<file path="config.mk">
export PLATFORM = sky130hd
export DESIGN_NAME = load_cell_scan_hit_detector
export DESIGN_NICKNAME = d
export VERILOG_FILES = /design/src/lcshd_pkg.sv /design/src/load_cell_scan_hit_detector.sv
export VERILOG_INCLUDE_DIRS = /design/src /design/src/src
export SDC_FILE = /design/constraint.sdc
export NUM_CORES = 1
export LEC_CHECK = 0
export BUFFER_PORTS_ARGS = -buffer_cell sky130_fd_sc_hd__buf_2
export CORE_UTILIZATION = 50
export CTS_BUF_LIST = sky130_fd_sc_hd__clkbuf_4 sky130_fd_sc_hd__clkbuf_8
export DETAILED_ROUTE_END_ITERATION = 8
export PLACE_DENSITY = 0.73
export SYNTH_ARGS = -nofsm -noshare
export SYNTH_HDL_FRONTEND = slang
export SYNTH_SLANG_ARGS = --single-unit
export TNS_END_PERCENT = 100
</file>
<file path="constraint.sdc">
create_clock -name clk -period 3 [get_ports clk]
set_clock_uncertainty 0.1 [all_clocks]
set_input_delay 0.6 -clock clk [delete_from_list [all_inputs] [get_ports clk]]
set_output_delay 0.6 -clock clk [all_outputs]
set_load 0.01 [all_outputs]
</file>
<file path="src/load_cell_scan_hit_detector_assert.svh">
// Assertion macros used by the load-cell scanner RTL.
`ifndef LOAD_CELL_SCAN_HIT_DETECTOR_ASSERT_SVH
`define LOAD_CELL_SCAN_HIT_DETECTOR_ASSERT_SVH

// Same-cycle implication, sampled on clk and switched off while rst_n is low.
`define LCSHD_ASSERT_IMP(name, cond, prop) \
    name: assert property (@(posedge clk) disable iff (!rst_n) (cond) |-> (prop)) \
        else $error("lcshd same-cycle check failed");

// Next-cycle implication, sampled on clk and switched off while rst_n is low.
`define LCSHD_ASSERT_NEXT(name, cond, prop) \
    name: assert property (@(posedge clk) disable iff (!rst_n) (cond) |=> (prop)) \
        else $error("lcshd next-cycle check failed");

`endif

</file>
<file path="src/lcshd_pkg.sv">
// Types, constants and helper functions of the load-cell scanner.
`timescale 1ns / 1ps

package lcshd_pkg;

    localparam int ChanCount         = 4;
    localparam int ChanW             = 2;
    localparam int ReadingW          = 24;
    localparam int ThreshW           = 24;
    localparam int SampleBitsDefault = 24;
    localparam int CfgRegCount       = 5;
    localparam int CfgIndexW         = $clog2(CfgRegCount);
    localparam int AddrW             = CfgIndexW + 2;
    localparam int DataW             = 32;

    localparam logic [ChanCount-1:0] EnableMaskReset = ChanCount'(14);

    typedef enum logic [CfgIndexW-1:0] {
        REG_ENABLE_MASK = CfgIndexW'(0),
        REG_THRESHOLD_0 = CfgIndexW'(1),
        REG_THRESHOLD_1 = CfgIndexW'(2),
        REG_THRESHOLD_2 = CfgIndexW'(3),
        REG_THRESHOLD_3 = CfgIndexW'(4)
    } cfg_reg_t;

    typedef enum logic [4:0] {
        PH_WAIT  = 5'b00001,
        PH_HIGH  = 5'b00010,
        PH_LOW   = 5'b00100,
        PH_XHIGH = 5'b01000,
        PH_XLOW  = 5'b10000
    } phase_t;

    // any: some channel is enabled; above: one is enabled at or above start.
    typedef struct packed {
        logic             any;
        logic             above;
        logic [ChanW-1:0] chan;
    } pick_t;

    typedef struct packed {
        logic [ChanCount-1:0] sck_lines;
        logic                 reading_valid;
        logic [ChanW-1:0]     reading_channel;
        logic [ReadingW-1:0]  reading_value;
        logic                 sweep_done;
        logic                 hit;
    } result_t;

    // First enabled channel at or above start, else the lowest enabled one.
    function automatic pick_t pick_channel(input logic [ChanCount-1:0] mask,
                                           input logic [ChanW:0]       start);
        pick_t p;
        p = '0;
        for (int n = ChanCount - 1; n >= 0; n--)
        begin
            if (mask[n])
            begin
                p.any  = 1'b1;
                p.chan = ChanW'(n);
            end
        end
        for (int n = ChanCount - 1; n >= 0; n--)
        begin
            if (mask[n] && ((ChanW + 1)'(n) >= start))
            begin
                p.above = 1'b1;
                p.chan  = ChanW'(n);
            end
        end
        return p;
    endfunction

endpackage

</file>
<file path="src/load_cell_scan_hit_detector.sv">
// Four-channel two-wire load-cell scanner with per-channel hit thresholds.
`timescale 1ns / 1ps

// Each item transfer is one tick of the serial interface and yields exactly one
// result transfer, which sits in the result register in the cycle after its item
// was taken. An item is accepted in every cycle in which the result register is
// empty or its content is being taken, so the block runs at one item per clock
// for as long as the consumer keeps result_ready high. The scan sequencer, the
// shift register and the threshold compare all settle between the input
// handshake and that result register. Configuration sits on a small APB port;
// thresholds are compared with the reading after its top bit is inverted.
module load_cell_scan_hit_detector #(
    parameter int SAMPLE_BITS = lcshd_pkg::SampleBitsDefault
) (
    input  logic                                     clk,
    input  logic                                     rst_n,

    input  logic                                     psel,
    input  logic                                     penable,
    input  logic                                     pwrite,
    input  logic [lcshd_pkg::AddrW-1:0]              paddr,
    input  logic [lcshd_pkg::DataW-1:0]              pwdata,
    output logic [lcshd_pkg::DataW-1:0]              prdata,
    output logic                                     pready,

    input  logic                                     item_valid,
    output logic                                     item_ready,
    input  logic [lcshd_pkg::ChanCount-1:0]          dout_lines,

    output logic                                     result_valid,
    input  logic                                     result_ready,
    output logic [lcshd_pkg::ChanCount-1:0]          sck_lines,
    output logic                                     reading_valid,
    output logic [lcshd_pkg::ChanW-1:0]              reading_channel,
    output logic [lcshd_pkg::ReadingW-1:0]           reading_value,
    output logic                                     sweep_done,
    output logic                                     hit
);

    localparam int BitCountW = $clog2(SAMPLE_BITS + 1);
    localparam int CmpW      = (SAMPLE_BITS > lcshd_pkg::ReadingW) ? SAMPLE_BITS
                                                                   : lcshd_pkg::ReadingW;
    localparam logic [SAMPLE_BITS-1:0] SampleTop = {1'b1, {(SAMPLE_BITS - 1){1'b0}}};

    // Configuration registers
    logic [lcshd_pkg::ChanCount-1:0] enable_mask_reg;
    logic [lcshd_pkg::ThreshW-1:0]   threshold_reg [lcshd_pkg::ChanCount];

    // Scan state
    lcshd_pkg::phase_t               phase_reg, phase_next;
    logic [lcshd_pkg::ChanW-1:0]     chan_reg, chan_next;
    logic [BitCountW-1:0]            bit_count_reg, bit_count_next;
    logic [SAMPLE_BITS-1:0]          shift_reg, shift_next;
    logic                            hit_acc_reg, hit_acc_next;

    lcshd_pkg::result_t              result_reg, result_next;
    logic                            result_valid_reg;

    logic                            wr_en;
    lcshd_pkg::cfg_reg_t             wr_index;
    logic                            accept;
    lcshd_pkg::pick_t                cur_pick, nxt_pick;
    logic [lcshd_pkg::ChanCount-1:0] chan_onehot;
    logic [SAMPLE_BITS-1:0]          reading;
    logic [CmpW-1:0]                 reading_ext;
    logic [CmpW-1:0]                 threshold_ext;
    logic                            below;
    logic                            acc;
    logic                            last_bit;

    // ---------------------------------------------------------------------
    // Configuration port
    // ---------------------------------------------------------------------
    assign pready   = 1'b1;
    assign wr_en    = psel && penable && pwrite && pready;
    assign wr_index = lcshd_pkg::cfg_reg_t'(paddr[lcshd_pkg::AddrW-1:2]);

    always_ff @(posedge clk or negedge rst_n)
    begin
        if (!rst_n)
        begin
            enable_mask_reg <= lcshd_pkg::EnableMaskReset;
            for (int i = 0; i < lcshd_pkg::ChanCount; i++)
            begin
                threshold_reg[i] <= '0;
            end
        end
        else if (wr_en)
        begin
            case (wr_index)
                lcshd_pkg::REG_ENABLE_MASK:
                    enable_mask_reg <= pwdata[lcshd_pkg::ChanCount-1:0];
                lcshd_pkg::REG_THRESHOLD_0:
                    threshold_reg[0] <= pwdata[lcshd_pkg::ThreshW-1:0];
                lcshd_pkg::REG_THRESHOLD_1:
                    threshold_reg[1] <= pwdata[lcshd_pkg::ThreshW-1:0];
                lcshd_pkg::REG_THRESHOLD_2:
                    threshold_reg[2] <= pwdata[lcshd_pkg::ThreshW-1:0];
                lcshd_pkg::REG_THRESHOLD_3:
                    threshold_reg[3] <= pwdata[lcshd_pkg::ThreshW-1:0];
                default:
                begin
                end
            endcase
        end
    end

    always_comb
    begin
        prdata = '0;
        case (wr_index)
            lcshd_pkg::REG_ENABLE_MASK: prdata = lcshd_pkg::DataW'(enable_mask_reg);
            lcshd_pkg::REG_THRESHOLD_0: prdata = lcshd_pkg::DataW'(threshold_reg[0]);
            lcshd_pkg::REG_THRESHOLD_1: prdata = lcshd_pkg::DataW'(threshold_reg[1]);
            lcshd_pkg::REG_THRESHOLD_2: prdata = lcshd_pkg::DataW'(threshold_reg[2]);
            lcshd_pkg::REG_THRESHOLD_3: prdata = lcshd_pkg::DataW'(threshold_reg[3]);
            default:                    prdata = '0;
        endcase
    end

    // ---------------------------------------------------------------------
    // Scan sequencer
    // ---------------------------------------------------------------------
    assign item_ready = !result_valid_reg || result_ready;
    assign accept     = item_valid && item_ready;

    assign cur_pick = lcshd_pkg::pick_channel(enable_mask_reg, {1'b0, chan_reg});
    assign nxt_pick = lcshd_pkg::pick_channel(enable_mask_reg,
                                              {1'b0, chan_reg} + (lcshd_pkg::ChanW + 1)'(1));

    assign chan_onehot   = lcshd_pkg::ChanCount'(1) << chan_reg;
    assign reading       = shift_reg ^ SampleTop;
    assign reading_ext   = CmpW'(reading);
    assign threshold_ext = CmpW'(threshold_reg[chan_reg]);
    assign below         = reading_ext < threshold_ext;
    assign acc           = hit_acc_reg || below;
    assign last_bit      = bit_count_reg == BitCountW'(SAMPLE_BITS - 1);

    always_comb
    begin
        phase_next     = phase_reg;
        chan_next      = chan_reg;
        bit_count_next = bit_count_reg;
        shift_next     = shift_reg;
        hit_acc_next   = hit_acc_reg;
        result_next    = '0;
        case (phase_reg)
            lcshd_pkg::PH_HIGH:
            begin
                result_next.sck_lines = chan_onehot;
                phase_next            = lcshd_pkg::PH_LOW;
            end
            lcshd_pkg::PH_LOW:
            begin
                shift_next     = {shift_reg[SAMPLE_BITS-2:0], dout_lines[chan_reg]};
                bit_count_next = bit_count_reg + BitCountW'(1);
                phase_next     = last_bit ? lcshd_pkg::PH_XHIGH : lcshd_pkg::PH_HIGH;
            end
            lcshd_pkg::PH_XHIGH:
            begin
                result_next.sck_lines = chan_onehot;
                phase_next            = lcshd_pkg::PH_XLOW;
            end
            lcshd_pkg::PH_XLOW:
            begin
                result_next.reading_valid   = 1'b1;
                result_next.reading_channel = chan_reg;
                result_next.reading_value   = reading_ext[lcshd_pkg::ReadingW-1:0];
                // The sweep ends when no enabled channel lies above this one.
                if (nxt_pick.above)
                begin
                    hit_acc_next = acc;
                end
                else
                begin
                    result_next.sweep_done = 1'b1;
                    result_next.hit        = acc;
                    hit_acc_next           = 1'b0;
                end
                if (nxt_pick.any)
                begin
                    chan_next = nxt_pick.chan;
                end
                phase_next = lcshd_pkg::PH_WAIT;
            end
            default:
            begin
                // Waiting for the selected converter to pull its data line low.
                phase_next = lcshd_pkg::PH_WAIT;
                if (cur_pick.any)
                begin
                    chan_next = cur_pick.chan;
                    if (!dout_lines[cur_pick.chan])
                    begin
                        bit_count_next = '0;
                        shift_next     = '0;
                        phase_next     = lcshd_pkg::PH_HIGH;
                    end
                end
            end
        endcase
    end

    always_ff @(posedge clk or negedge rst_n)
    begin
        if (!rst_n)
        begin
            phase_reg     <= lcshd_pkg::PH_WAIT;
            chan_reg      <= '0;
            bit_count_reg <= '0;
            hit_acc_reg   <= 1'b0;
        end
        else if (accept)
        begin
            phase_reg     <= phase_next;
            chan_reg      <= chan_next;
            bit_count_reg <= bit_count_next;
            hit_acc_reg   <= hit_acc_next;
        end
    end

    always_ff @(posedge clk)
    begin
        if (accept)
        begin
            shift_reg  <= shift_next;
            result_reg <= result_next;
        end
    end

    always_ff @(posedge clk or negedge rst_n)
    begin
        if (!rst_n)
        begin
            result_valid_reg <= 1'b0;
        end
        else if (item_ready)
        begin
            result_valid_reg <= item_valid;
        end
    end

    assign result_valid    = result_valid_reg;
    assign sck_lines       = result_reg.sck_lines;
    assign reading_valid   = result_reg.reading_valid;
    assign reading_channel = result_reg.reading_channel;
    assign reading_value   = result_reg.reading_value;
    assign sweep_done      = result_reg.sweep_done;
    assign hit             = result_reg.hit;

    // ---------------------------------------------------------------------
    // Assertions
    // ---------------------------------------------------------------------
`include "load_cell_scan_hit_detector_assert.svh"

    `LCSHD_ASSERT_IMP(a_reading_drives_no_clock, result_valid && reading_valid, sck_lines == '0)
    `LCSHD_ASSERT_IMP(a_hit_only_at_sweep_end, result_valid && hit, sweep_done && reading_valid)
    `LCSHD_ASSERT_IMP(a_quiet_tick_fields_clear, result_valid && !reading_valid, reading_value == '0 && reading_channel == '0 && !sweep_done)
    `LCSHD_ASSERT_NEXT(a_item_gives_result, item_valid && item_ready, result_valid)

endmodule

</file>
==> impl_metrics.toml, run 1 <==
[sta]
max_freq_mhz = 354
period_needed_ns = 2.83
maxSlewHeadroom = 0.625
post-route-period-util = 0.942
hold_violations = 0
setup_viol = 0
drv_slew = 0
finalSetupTns_ns = 0
rsz0062_at_grt = "false"
layout_setup_ws_ns = 0.175
max_slew.worst_pin.slew_ns = 0.562

[critical_path]
reg2reg_slack_ns = 0.17
crit_chain = "buf_12 -> buf_4 -> mux4_2 -> inv_1 -> ha_1 -> buf_4 -> a21oi_1 -> o221ai_1 -> a21oi_1 -> o21ai_1 -> a21oi_1"
cp_top_family = "compound AO/OA/AOI/OAI gates"
critPathArrivalTime_ns = 3.05
cp.required_ns = 3.22
crit_fanout = 5
worst-path-buf-inv = 4
cp_common_cell = "a21oi_1"
slowest_delay_ns = 0.49
worstSetupPathType = "flop to flop"
startpoint_type = "flop"
worst_setup_path_end_kind = "flop"
cp_slowest_cell = "mux4_2"

[power_and_ir_drop]
seq_power_share = 0.452
p_int_mw = 4.61
switching_share = 0.341
p_leak_nw = 4.37
p_sw_mw = 2.38
power_frac_clock = 0.214
vdd_drop_max_mv = 0.309
powerDensity_nw_per_um2 = 707
pwr-share-comb = 0.334

[die]
dieArea_sq_um = 17900
coreArea_sq_um = 16800
die_h_um = 134
fp.dieW_um = 134
row_count = 47
floorplan.initialDensity = 0.518
io_pins = 116

[yosys]
ys.flop_type = "dfrtp_1"
synthTopCellsByArea = "dfrtp_1 (32%), edfxtp_1 (20%), mux2_2 (13%)"
ys_seq_area_frac = 0.526
synth_cell_type_count = 56
synthXorXnorAreaFrac = 0.00101
syn_avg_cell_area_sq_um = 12.8
synthMuxAreaShare = 0.209
yosysWarnings = 0
async_reset_ff_frac = 0.667
yosys.area_share.simple = 0.0971
synth_cells = 678
synth_area_sq_um = 8680
synth_top_family_by_area = "multiplexers"
synth_edf_count = 57
synthAdderAreaFrac = 0.0346
synth_compound_area_frac = 0.0868
ys_ff_latch = 171
synth_top_area_cell = "dfrtp_1"
netlist.area_leader.share = 0.317

[job]
drv_cap = 0

[global_route]
grtUsageTotal = 0.226
grt_pass1_wl_um = 30600
grt_pass1_vias = 5864
grt_overflow = 0
grt_max_degree = 56
antenna_found_initial = 2

[clocking]
cts.htree.levels = 4
clock_latency_ns = 0.47
cts_inserted_buffers = 17
path_clk_slew_ns = 0.09
cts-root-buf = "clkbuf_8"
cts_tree = "yes"
cts.sinks = 171
clockBufferDepth = 2

[routing]
drc = 0
vias = 5865
wirelength_um = 19200
drt-wirelength-per-cell_um = 18.8
viasPerCell = 5.74
drt_first_pass_iters = 7
drt_iter0_drc = 426
ant_nets = 0

[placement]
port_buffers = 96
dpl.hpwl_um = 13600
dp_slack_ns = 0.0734
gp_congestion = 0.849

[cells_and_area]
drive_above_1_share = 0.379
syn_to_final_growth_pct = 13.9
largest_reg_flops = 96
fill_cells = 1370
final_common_cell = "dfrtp_1"
layout_common_cells = "dfrtp_1 (109), mux2_2 (102), buf_2 (95)"
final_nets = 859

[status]
outcome = "finished, final reports clean"

[min_path]
worst_hold_path_type = "input port to flop"
path summary, 6_finish.rpt:
path | end | startpoint | cells after the start
setup / recovery | hit | chan_reg[0] | 11
hold / removal | result_valid | item_valid | 2
setup reg to reg | hit | chan_reg[0] | 11
hold reg to reg | bit_count_reg[0] | bit_count_reg[0] | 1
max in group asynchronous | threshold_reg[84] | rst_n | 3
min in group asynchronous | threshold_reg[73] | rst_n | 2
kinds of logic after synthesis:
family | after synthesis
flops | 171
compound gates | 111
buf+inv | 81
xor+xnor | 1
fa+ha+maj | 24
other cells | 2
mux | 137
simple gates | 151
cell usage after synthesis, types with 4 or more instances:
library cell / number
a21oi_1: 26
a22oi_1: 40
and2_1: 50
buf_2: 11
buf_4: 18
clkbuf_1: 14
dfrtp_1: 110
dfstp_2: 4
edfxtp_1: 57
ha_1: 24
inv_1: 36
mux2_2: 102
mux2i_1: 9
mux4_2: 25
nand2_1: 36
nand2b_1: 5
nand3_1: 8
nand4_1: 5
nor2_1: 19
nor3_1: 8
o21a_1: 4
o21ai_0: 10
o21ai_1: 5
o22ai_1: 6
repair_timing:
item,CTS,global route
hold buffers,1,0
setup buffers,0,4
resized for setup,0,2
hold endpoints to repair,22,0
setup endpoints to repair,0,2
worst reg2reg max path: stages, from the launching register on:
cell and delay (ns):
dfrtp_2 0.40, buf_12 0.13, buf_4 0.15, mux4_2 0.49
inv_1 0.13, ha_1 0.26, buf_4 0.14, a21oi_1 0.15
o221ai_1 0.20, a21oi_1 0.21, o21ai_1 0.14, a21oi_1 0.18
metal layers:
metal / routed length [um] / global-route usage / part of all wire
met1: 8220 / 0.293 / 0.43
met2: 9610 / 0.371 / 0.50
met3: 993 / 0.0388 / 0.052
met4: 376 / 0.102 / 0.020
met5: 0 / 0 / 0
power groups by stage:
stage / Sequential (mW) / Combinational [mW] / Clock [mW]
4_1_cts: 3.18 / 2.25 / 1.53
3_3_place_gp: 3.18 / 2.14 / 0
2_1_floorplan: 3.09 / 1.63 / 0
3_5_place_dp: 3.23 / 2.24 / 0
5_1_grt: 3.21 / 2.58 / 1.63
6_report: 3.16 / 2.34 / 1.50
area by class of cell:
class	instances	area (sq um)	share of cell area
flip-flops and latches	171	4570	0.462
multi-input cells	433	3760	0.380
repair buffers	128	773	0.0782
well taps	220	275	0.0278
clock buffers	19	255	0.0258
inverters	36	139	0.0140
clock inverters	13	111	0.0113
diodes	2	5.00	0.000506
through the flow:
stage	area, sq um	utilization	cells	power (mW)	hold slack, ns
floorplan	8710	-	685	4.72	0.204
global placement	9470	0.565	983	5.32	0.394
detailed placement	9470	0.565	983	5.47	0.412
CTS	9840	0.587	1016	6.96	0.212
global route	9890	0.590	1021	7.42	0.240
finish	9890	0.590	1022	7.00	0.239
No activity file was read; power rests on OpenSTA's default activity.
==> run 2: changes to the inputs <==
CORE_ASPECT_RATIO = 1.4   (was unset)
==> impl_metrics.toml, run 2 (synthesis gave the netlist of run 1 again) <==
[sta]
hold_violations = 0
max_slew.worst_pin.slew_ns = 0.623
max_freq_mhz = 360
drv_slew = 0
finalSetupTns_ns = 0
maxSlewHeadroom = 0.584
setup_viol = 0
post-route-period-util = 0.925
period_needed_ns = 2.77
rsz0062_at_grt = "false"

[cells_and_area]
final_nets = 848
fill_cells = 1372
postLayoutCellArea_sq_um = 9860
layout_common_cells = "dfrtp_1 (109), mux2_2 (102), buf_2 (95)"
syn_to_final_growth_pct = 13.5
largest_reg_flops = 96
drive_above_1_share = 0.371
final_common_cell = "dfrtp_1"

[clocking]
cts.htree.levels = 4
path_clk_slew_ns = 0.10
cts-root-buf = "clkbuf_8"
clockBufferDepth = 2
clock_latency_ns = 0.46
cts.sinks = 171
cts_inserted_buffers = 17
cts_resized = 0
cts_hold_buf = 0
cts_tree = "yes"
postCtsSetupBuffers = 0

[critical_path]
critPathArrivalTime_ns = 2.99
crit_fanout = 18
worst_setup_path_end_kind = "flop"
worstSetupPathType = "flop to flop"
startpoint_type = "flop"
reg2reg_from = "chan_reg[0]"
r2r_cells = 9
worstSetupStartpoint = "chan_reg[0]"
reg2reg_slack_ns = 0.23
cp.required_ns = 3.22

[global_route]
grt_max_degree = 69
grtUsageTotal = 0.225
grt_overflow = 0
grt_pass1_vias = 6003
grt_pass1_wl_um = 31000
antenna_found_initial = 2

[routing]
drt-wirelength-per-cell_um = 18.6
drc = 0
wirelength_um = 19000
drt_iter0_drc = 405
viasPerCell = 5.67
drt_first_pass_iters = 5
vias = 5804
ant_nets = 0

[placement]
port_buffers = 96
place_area_sq_um = 9470
dpl.hpwl_um = 13100
gp_congestion = 0.851

[die]
die_h_um = 158
floorplan.initialDensity = 0.514
row_count = 56
fp.dieW_um = 113
io_pins = 116
coreArea_sq_um = 16900
dieArea_sq_um = 17900

[job]
drv_cap = 0

[power_and_ir_drop]
p_leak_nw = 4.33
vdd_drop_max_mv = 0.356
powerDensity_nw_per_um2 = 705

[status]
outcome = "finished, final reports clean"

[min_path]
worst_hold_path_type = "input port to asynchronous set/reset pin"
## run 2: cell types whose count changed in the layout (fill, tap and decap cells not counted), sizes merged
cell | before | now
buf | 126 | 117
clkbuf | 20 | 17
clkinvlp | 3 | 2
clkinv | 6 | 2
dlygate4sd3 | 1 | 0
inv | 40 | 47
## run 2: layout make-up
type | count | area [sq um] | area share
multi-input combinational | 433 | 3760 | 0.381
inverter | 36 | 139 | 0.0141
timing repair buffer | 117 | 716 | 0.0726
sequential | 171 | 4570 | 0.464
clock buffer | 17 | 234 | 0.0237
antenna | 2 | 5.00 | 0.000508
tap | 232 | 290 | 0.0294
clock inverter | 15 | 145 | 0.0147
## run 2: final timing paths
path	to
worst max-delay path	hit
worst min-delay path	threshold_reg[74]
worst max register to register	hit
worst min register to register	hit_acc_reg
max in group asynchronous	threshold_reg[36]
min in group clk	result_valid
## run 2: metal layers
metal,track usage,part of all wire,up-vias
met5,0,0,-
met4,0.0952,0.021,0
met3,0.0398,0.042,30
met2,0.384,0.52,193
met1,0.284,0.42,2910
li1,-,-,2671
## run 2: per-stage QoR
step / cells / util / total power [mW] / hold WS, ns / setup WS, ns
after global placement: 989 / 0.561 / 5.28 / 0.392 / 0.207
after detailed placement: 989 / 0.561 / 5.42 / 0.408 / 0.207
after floorplan: 685 / - / 4.72 / 0.204 / 0.103
after global routing: 1023 / 0.584 / 7.36 / 0.0628 / 0.0286
after CTS: 1021 / 0.583 / 7.00 / 0.0492 / 0.187
final: 1023 / 0.584 / 6.95 / 0.0373 / 0.226
## run 2: critical path, cell delays in order, from the launching register on
cell and delay [ns]:
dfrtp_2 0.39, buf_12 0.20, mux4_2 0.53, inv_1 0.07, ha_1 0.25, a21oi_1 0.16, o21ai_0 0.17, a2111oi_0 0.35
o21ai_0 0.23, a21oi_1 0.19
## run 2: power breakdown
| group | switching (mW) | internal, mW |
|---|---|---|
| logic | 1.14 | 1.08 |
| clock network | 0.962 | 0.622 |
| registers | 0.321 | 2.83 |
==> run 3: changes to the inputs <==
GPL_TIMING_DRIVEN = 0   (was unset)
==> impl_metrics.toml, run 3 (synthesis gave the netlist of run 1 again) <==
[sta]
post-route-period-util = 0.981
finalSetupTns_ns = 0
layout_setup_ws_ns = 0.0557
drv_slew = 0
max_freq_mhz = 340
hold_violations = 0
max_slew.worst_pin.slew_ns = 0.948
period_needed_ns = 2.94
setup_viol = 0
maxSlewHeadroom = 0.365

[die]
dieArea_sq_um = 17900
fp.dieW_um = 113
coreArea_sq_um = 16900
floorplan.initialDensity = 0.514
die_h_um = 158
row_count = 56
io_pins = 116

[global_route]
antenna_found_initial = 3
grt_pass1_vias = 6085
grt.busiest_layer = "met2"
grt_use_met2 = 0.406
use_met1 = 0.275
grt_overflow = 0
grt_max_degree = 64
grt_use_met3 = 0.0379
grtUsageTotal = 0.232
grt_pass1_wl_um = 31400

[critical_path]
crit_fanout = 10
r2r_cells = 11
worstSetupStartpoint = "paddr[4]"
reg2reg_slack_ns = 0.10
crit_chain = "buf_4 -> nand2b_1 -> buf_2 -> nor2_1 -> clkbuf_1 -> a22oi_1 -> nand2_1 -> buf_2"
worst_setup_path_end_kind = "output port"
crit_cells = 8
slowest_delay_ns = 0.52
cp_common_cell = "buf_2"
crit_path_end = "prdata[22]"
startpoint_type = "input port"
reg2reg_from = "chan_reg[1]"
cp_slowest_cell = "clkbuf_1"
cp.required_ns = 2.30
cp_top_family = "buffers and inverters"
worstSetupPathType = "input port to output port"
worst-path-buf-inv = 4
r2r-end = "hit"
critPathArrivalTime_ns = 2.24

[routing]
drt-wirelength-per-cell_um = 19.4
wirelength_um = 20400
drt_first_pass_iters = 5
viasPerCell = 5.74
ant_nets = 0
drt_iter0_drc = 515
vias = 6037
drc = 0

[power_and_ir_drop]
power_frac_clock = 0.218
p_sw_mw = 2.48
vdd_drop_max_mv = 0.296
powerDensity_nw_per_um2 = 712
p_leak_nw = 4.42
pwr-share-comb = 0.340
seq_power_share = 0.441
switching_share = 0.349
p_int_mw = 4.63

[cells_and_area]
final_nets = 876
fill_cells = 1405
drive_above_1_share = 0.378
final_common_cell = "dfrtp_1"
syn_to_final_growth_pct = 15.0
instances_no_fill = 1051
seqCellArea_sq_um = 4570
multiInputGateArea_sq_um = 3780
largest_reg_flops = 96
layout_common_cells = "dfrtp_1 (110), mux2_2 (102), buf_2 (101)"

[clocking]
cts_hold_buf = 0
path_clk_slew_ns = 0.09
clockBufferDepth = 2
cts.sinks = 171
cts.htree.levels = 4
clock_latency_ns = 0.46
cts-root-buf = "clkbuf_8"
cts_tree = "yes"
cts_inserted_buffers = 17

[placement]
dp_cells = 1012
port_buffers = 94
dp_slack_ns = -0.941
gp_congestion = 0.883
dpl.hpwl_um = 14500

[min_path]
worst_hold_path_type = "input port to asynchronous set/reset pin"

[job]
drv_cap = 0

[status]
outcome = "finished, final reports clean"
[run 3: what timing repair did]
action	4_1_cts	5_1_grt
resized for setup	16	11
gates cloned	0	2
pin swaps	1	1
endpoints found under the setup margin	2	42
hold endpoints to repair	0	0
setup buffers	0	4
[run 3: how the worst min path moves through the flow]
stage | from | end | depth (start not counted)
final | rst_n | threshold_reg[73] | 1
after global placement | bit_count_reg[0] | bit_count_reg[0] | 1
after floorplan | rst_n | bit_count_reg[0] | 0
after detailed placement | hit_acc_reg | hit_acc_reg | 2
after CTS | rst_n | phase_reg[2] | 1
after global routing | rst_n | enable_mask_reg[0] | 1
[run 3: final cells by class]
class | instances | area share
Sequential cell | 171 | 0.458
Multi-Input combinational cell | 434 | 0.378
Timing Repair Buffer | 99 | 0.0531
Buffer | 44 | 0.0298
Tap cell | 232 | 0.0291
Clock buffer | 19 | 0.0262
Inverter | 36 | 0.0139
Clock inverter | 13 | 0.0110
Timing Repair inverter | 1 | 0.000501
Antenna cell | 2 | 0.000501
[run 3: power groups by stage]
stage / Clock, mW / Sequential, mW / Combinational [mW]
after floorplan: 0 / 3.09 / 1.63
after global placement: 0 / 3.13 / 2.14
after detailed placement: 0 / 3.18 / 2.24
after CTS: 1.56 / 3.13 / 2.33
after global routing: 1.65 / 3.19 / 2.64
final: 1.55 / 3.14 / 2.42
[run 3: metal layers]
| metal | wire, um | vias up |
|---|---|---|
| met2 | 10600 | 224 |
| met1 | 8120 | 3026 |
| met4 | 747 | 0 |
| li1 | - | 2735 |
| met5 | 0 | - |
| met3 | 917 | 52 |
[run 3: stage by stage]
stage	hold slack (ns)	area [sq um]	util	total power, mW
6_report	0.0734	9990	0.591	7.11
5_1_grt	0.120	9990	0.591	7.47
4_1_cts	0.0924	9910	0.587	7.01
3_5_place_dp	0.401	9500	0.563	5.42
3_3_place_gp	0.391	9470	0.561	5.27
2_1_floorplan	0.204	8710	-	4.72
